$ cat config.mk
export PLATFORM = sky130hd
export DESIGN_NAME = phc_ctrl
export DESIGN_NICKNAME = d
export VERILOG_FILES = /design/src/rtl/core/assert_macros.svh /design/src/rtl/core/phc_pkg.sv /design/src/rtl/core/phc_ctrl.sv
export SDC_FILE = /design/constraint.sdc
export NUM_CORES = 1
export LEC_CHECK = 0
export BUFFER_PORTS_ARGS = -buffer_cell sky130_fd_sc_hd__buf_2
export CAP_MARGIN = 20
export CORE_MARGIN = 5
export CORE_UTILIZATION = 23
export DETAILED_ROUTE_END_ITERATION = 10
export HOLD_SLACK_MARGIN = 0.03
export PLACE_DENSITY = 0.47
export SLEW_MARGIN = 10
export SYNTH_ARGS = -nofsm -noshare
export SYNTH_HDL_FRONTEND = slang
export SYNTH_SLANG_ARGS = --single-unit
$ cat constraint.sdc
create_clock -name clk -period 2.2 [get_ports clk]
set_input_delay 0.11 -clock clk [delete_from_list [all_inputs] [get_ports clk]]
set_output_delay 0.11 -clock clk [all_outputs]
set_load 0.02 [all_outputs]
$ cat src/rtl/core/assert_macros.svh
// Assertion macros shared by the hit-count table RTL.
// Included by files that carry concurrent checks; no other dependencies.
`ifndef ASSERT_MACROS_SVH
`define ASSERT_MACROS_SVH
`ifndef ASSERT_OFF
// Condition must hold at every clock edge outside reset
`define PHC_ASSERT(lbl, clk_s, rst_s, expr) \
  lbl: assert property (@(posedge clk_s) disable iff (!rst_s) (expr)) \
    else $error("assertion failed");
// Condition in one cycle implies a condition in the next
`define PHC_ASSERT_NEXT(lbl, clk_s, rst_s, pre, post) \
  lbl: assert property (@(posedge clk_s) disable iff (!rst_s) (pre) |=> (post)) \
    else $error("assertion failed");
`else
`define PHC_ASSERT(lbl, clk_s, rst_s, expr)
`define PHC_ASSERT_NEXT(lbl, clk_s, rst_s, pre, post)
`endif
`endif

$ cat src/rtl/core/phc_pkg.sv
// Package for the pixel hit-count table: sizes, codes, control structs.
// No dependencies.
package phc_pkg;

  localparam int CAPACITY = 256;
  localparam int IDX_W    = $clog2(CAPACITY);
  localparam int OCC_W    = $clog2(CAPACITY + 1);
  localparam int MASK_W   = 9;
  localparam int CW       = (OCC_W > MASK_W) ? OCC_W : MASK_W;
  localparam int KEY_W    = 64;
  localparam int CNT_W    = 32;
  localparam int BIT_W    = $clog2(CNT_W);

  localparam logic [1:0] CMD_ADD  = 2'd0;
  localparam logic [1:0] CMD_READ = 2'd1;
  localparam logic [1:0] CMD_TOP  = 2'd2;
  localparam logic [1:0] CMD_SUM  = 2'd3;

  localparam logic [1:0] ST_OK    = 2'd0;
  localparam logic [1:0] ST_FULL  = 2'd1;
  localparam logic [1:0] ST_EMPTY = 2'd2;

  typedef enum logic [1:0] {
    MODE_LOOKUP,
    MODE_TOP,
    MODE_GE,
    MODE_FINAL
  } scan_mode_t;

  typedef struct packed {
    logic       load_item;
    logic       start;
    scan_mode_t mode;
    logic       scan;
    logic       commit_bit;
    logic       add_write;
    logic       mul;
    logic       finish;
  } dp_cmd_t;

  typedef struct packed {
    logic       scan_done;
    logic       bit_zero;
    logic       sum_over;
    logic       mask_zero;
    logic [1:0] cmd;
    logic       out_busy;
  } dp_sts_t;

endpackage

$ cat src/rtl/core/phc_ctrl.sv
// Controller of the hit-count table: sequences scans, threshold passes and output.
// Depends on phc_pkg.
module phc_ctrl import phc_pkg::*; (
  input  logic    clk,
  input  logic    rst_n,
  input  logic    in_valid,
  output logic    in_ready,
  input  dp_sts_t sts_i,
  output dp_cmd_t cmd_o
);

  typedef enum logic [2:0] {
    S_IDLE,
    S_DISPATCH,
    S_LOOK,
    S_TOP,
    S_GE,
    S_FINAL,
    S_ADD_WR,
    S_MUL_DONE
  } state_t;

  state_t state_r;
  state_t state_nxt;
  logic   done_wait;

  assign in_ready = (state_r == S_IDLE);

  always_comb begin
    cmd_o     = '0;
    cmd_o.mode = MODE_LOOKUP;
    state_nxt = state_r;
    done_wait = 1'b0;
    case (state_r)
      S_IDLE: begin
        if (in_valid) begin
          cmd_o.load_item = 1'b1;
          state_nxt       = S_DISPATCH;
        end
      end
      S_DISPATCH: begin
        case (sts_i.cmd)
          CMD_ADD, CMD_READ: begin
            cmd_o.start = 1'b1;
            cmd_o.mode  = MODE_LOOKUP;
            state_nxt   = S_LOOK;
          end
          CMD_TOP: begin
            cmd_o.start = 1'b1;
            cmd_o.mode  = MODE_TOP;
            state_nxt   = S_TOP;
          end
          default: begin
            if (sts_i.sum_over) begin
              done_wait = 1'b1;
            end else if (sts_i.mask_zero) begin
              cmd_o.start = 1'b1;
              cmd_o.mode  = MODE_FINAL;
              state_nxt   = S_FINAL;
            end else begin
              cmd_o.start = 1'b1;
              cmd_o.mode  = MODE_GE;
              state_nxt   = S_GE;
            end
          end
        endcase
      end
      S_LOOK: begin
        cmd_o.scan = 1'b1;
        if (sts_i.scan_done) begin
          if (sts_i.cmd == CMD_ADD) begin
            state_nxt = S_ADD_WR;
          end else begin
            done_wait = 1'b1;
          end
        end
      end
      S_TOP: begin
        cmd_o.scan = 1'b1;
        if (sts_i.scan_done) begin
          done_wait = 1'b1;
        end
      end
      S_GE: begin
        cmd_o.scan = 1'b1;
        if (sts_i.scan_done) begin
          cmd_o.commit_bit = 1'b1;
          cmd_o.start      = 1'b1;
          cmd_o.mode       = sts_i.bit_zero ? MODE_FINAL : MODE_GE;
          state_nxt        = sts_i.bit_zero ? S_FINAL : S_GE;
        end
      end
      S_FINAL: begin
        cmd_o.scan = 1'b1;
        if (sts_i.scan_done) begin
          cmd_o.mul = 1'b1;
          state_nxt = S_MUL_DONE;
        end
      end
      S_ADD_WR: begin
        cmd_o.add_write = 1'b1;
        state_nxt       = S_MUL_DONE;
      end
      S_MUL_DONE: begin
        done_wait = 1'b1;
      end
      default: begin
        state_nxt = S_IDLE;
      end
    endcase
    // hand the result over once the output register is free
    if (done_wait) begin
      if (!sts_i.out_busy) begin
        cmd_o.finish = 1'b1;
        state_nxt    = S_IDLE;
      end else begin
        state_nxt = S_MUL_DONE;
      end
    end
  end

  always_ff @(posedge clk) begin
    if (!rst_n) begin
      state_r <= S_IDLE;
    end else begin
      state_r <= state_nxt;
    end
  end

endmodule

==> run metrics <==
biggest regs state_r: 3 flops; Avg Inst Size Synth 6.94 um^2; area delta synth->final 31.3%; final hold violations 0; Pwr Density 1180 nW/um^2; largest net degree at the start of global routing 14; sequential area share after synthesis 0.152; largest family of logic cells by synthesized area compound AO/OA/AOI/OAI gates; clock sinks 3; max reg flops 3; syn nets 67; outcome finished, final reports clean; RePlAce Congestion 0.737; WHS Path Cells 3; layout cells sized above 1 0.364; CP Buf/Inv Count 1; Synth Area in Simple Gates 0.345; WL/cell 12.2 um; Clock transition at path regs 40 ps; DR vias 446; I/O pin total 20; Adder-Cell Fraction of Synth Area 0; most frequent CP cell nor2_1; unique cell type count in the Yosys netlist 30; TritonRoute pass-1 iters 4; vias per cell 4.74; Die Area 2650 um^2; die width 51.5 um; crit path launch state_r[1]; antenna viol nets, final 0; input/output buffers 19; Die Span Y 51.5 um; post-layout instance area 519 um^2; Post-Syn Instances 57; Yosys warnings 0; Compound-Gate Fraction of Synth Area 0.373; Synth Register Bits 3; nets 88; min Tclk post-route 1990 ps; Peak Freq 503 MHz; Tot GR Track Use 0.0873; HP Class primary input to flop; Final Instance Count excl. Fillers 94; Routed WL 1150 um; Clock Power Share 0.157; Final Setup Violations 0; setup repair after global routing missed its margin false; # diodes 0; clk buf depth 2; mux contribution to synthesized area 0; worst-skew pair later-pin latency 230 ps; post-synthesis xor/xnor area fraction 0.0222; H-tree depth 1; Starting Density 0.234; Core Area 1690 um^2; placed insts 90; number of remaining DRC errors 0; final period utilization 0.904; sw frac 0.493; static leakage 0.253 nW; Worst setup SP type flop; setup TNS 0 ps; Worst EP arrival 1880 ps; CP Depth 5; CTS root buf clkbuf_4; GRT Residual Overflow 0; Sw Pwr 0.000301 W; sequential share of power 0.221; vias in the first global route 429; placement-stage cell area 492 um^2; worst-case clock skew 4.43 ps; Setup Crit Path Kind flop to primary output; initial antenna violation count 0; Combinational Power Share 0.622; hpwl dp 915 um; Crit path largest cell delay 460 ps; Worst R2R End state_r[2]; Slew Viols, Final 0; CP endpoint kind primary output; first-pass GRT wire length 1770 um; maximum vdd drop 0.000336 V; Crit path max-delay family simple AND/OR/NAND/NOR gates; R2R setup slack 410 ps; crit path max-delay cell type or3b_1; number of DRC markers in iteration 0 2; P_int 0.000310 W; CP max FO 13; Worst Tran Pin Value 415 ps; mapped cell area 395 um^2; post-route core utilization 0.307; CP Data Required Time 2090 ps; Critical Path Sink cmd_o[0]; CTS tree done; Slew headroom 0.723; Cell Rows 15; r2r startpoint state_r[1]; worst-path cell chain or3b_1 -> nor2_1 -> a21oi_1 -> nor2_1 -> buf_2; most flop-heavy register state_r; Maximum Capacitance Violations 0; CTS Buf Count 3; reg2reg path depth 5
## logic make-up after synthesis
| family | after synthesis |
|---|---|
| flip-flops | 3 |
| XOR/XNOR | 1 |
| AO/OA/AOI/OAI | 19 |
| buffers and inverters | 9 |
| AND/OR/NAND/NOR | 25 |
## stage by stage
stage / power [W] / hold slack, ps / setup slack (ps)
detailed placement: 0.000518 / 417 / 369
global route: 0.000665 / 198 / 73.9
CTS: 0.000620 / 170 / 139
global placement: 0.000513 / 419 / 434
finish: 0.000611 / 168 / 210
floorplan: 0.000429 / 272 / 600
## synth_stat cells, drive strengths merged
master / n / share of area
a2111oi: 1 / 0.070
a211o: 1 / 0.022
a21boi: 1 / 0.019
a21oi: 4 / 0.051
a31oi: 1 / 0.016
a32o: 1 / 0.025
and2: 1 / 0.022
buf: 2 / 0.041
clkbuf: 1 / 0.0095
dfxtp: 3 / 0.15
inv: 6 / 0.057
nand2: 6 / 0.057
nand2b: 3 / 0.054
nand3: 2 / 0.025
nand3b: 1 / 0.019
nor2: 4 / 0.038
nor2b: 1 / 0.016
nor3: 3 / 0.038
nor3b: 1 / 0.019
o2111ai: 1 / 0.022
o21ai: 4 / 0.051
o22ai: 1 / 0.016
o311a: 1 / 0.025
o31ai: 3 / 0.057
or2: 1 / 0.016
or3: 1 / 0.019
or3b: 1 / 0.022
xor2: 1 / 0.022
## per-layer routing
| layer | global-route usage | up-vias | wire [um] |
|---|---|---|---|
| met5 | 0 | - | 0 |
| met4 | 0.0655 | 0 | 0 |
| met3 | 0.0204 | 0 | 101 |
| met2 | 0.131 | 14 | 520 |
| met1 | 0.106 | 186 | 523 |
| li1 | - | 246 | - |
## how the worst min path moves through the flow
stage / from / to / slack, ps
4_1_cts: rst_n / state_r[1] / 170
5_1_grt: rst_n / state_r[1] / 200
2_1_floorplan: rst_n / state_r[1] / 270
6_report: sts_i[0] / state_r[0] / 170
3_5_place_dp: rst_n / state_r[1] / 420
3_3_place_gp: sts_i[0] / state_r[0] / 420
## worst register-to-register path, delay by kind of cell (launching register included)
kind,cells,cell delay [ps]
flip-flops,1,430
AND/OR/NAND/NOR,3,820
AO/OA/AOI/OAI,2,450
## what timing repair did
item,4_1_cts,5_1_grt
hold buffers,0,0
resized for setup,0,1
endpoints found under the hold margin,0,0
buffers inserted,0,0
endpoints found under the setup margin,0,1
## cell type report
cell class / instances / area, um^2
sequential: 3 / 61.3
tap: 17 / 21.3
timing repair buffer: 19 / 95.1
clock buffer: 4 / 26.3
fill: 204 / 1170
inverter: 6 / 22.5
multi-input combinational: 45 / 293
## power by group through the flow
stage / sequential [W] / clock, W / combinational (W)
after floorplan: 0.0000861 / 0 / 0.000343
after global placement: 0.000132 / 0 / 0.000381
after detailed placement: 0.000134 / 0 / 0.000384
after CTS: 0.000133 / 0.000102 / 0.000385
after global routing: 0.000143 / 0.000106 / 0.000417
final: 0.000135 / 0.0000959 / 0.000380
## layout by cell type, fill, tap and decap left out, drive strengths merged, types with 2 or more instances in the layout
cell type  Yosys  routed
nand3          2       2
buf            2      19
o31ai          3       3
o21ai          4       4
a21oi          4       4
clkbuf         1       4
nand2b         3       3
nand2          6       6
nor3           3       3
nor2           4       4
inv            6       6
dfxtp          3       3
Note: power is estimated with default switching activity, not from simulation.
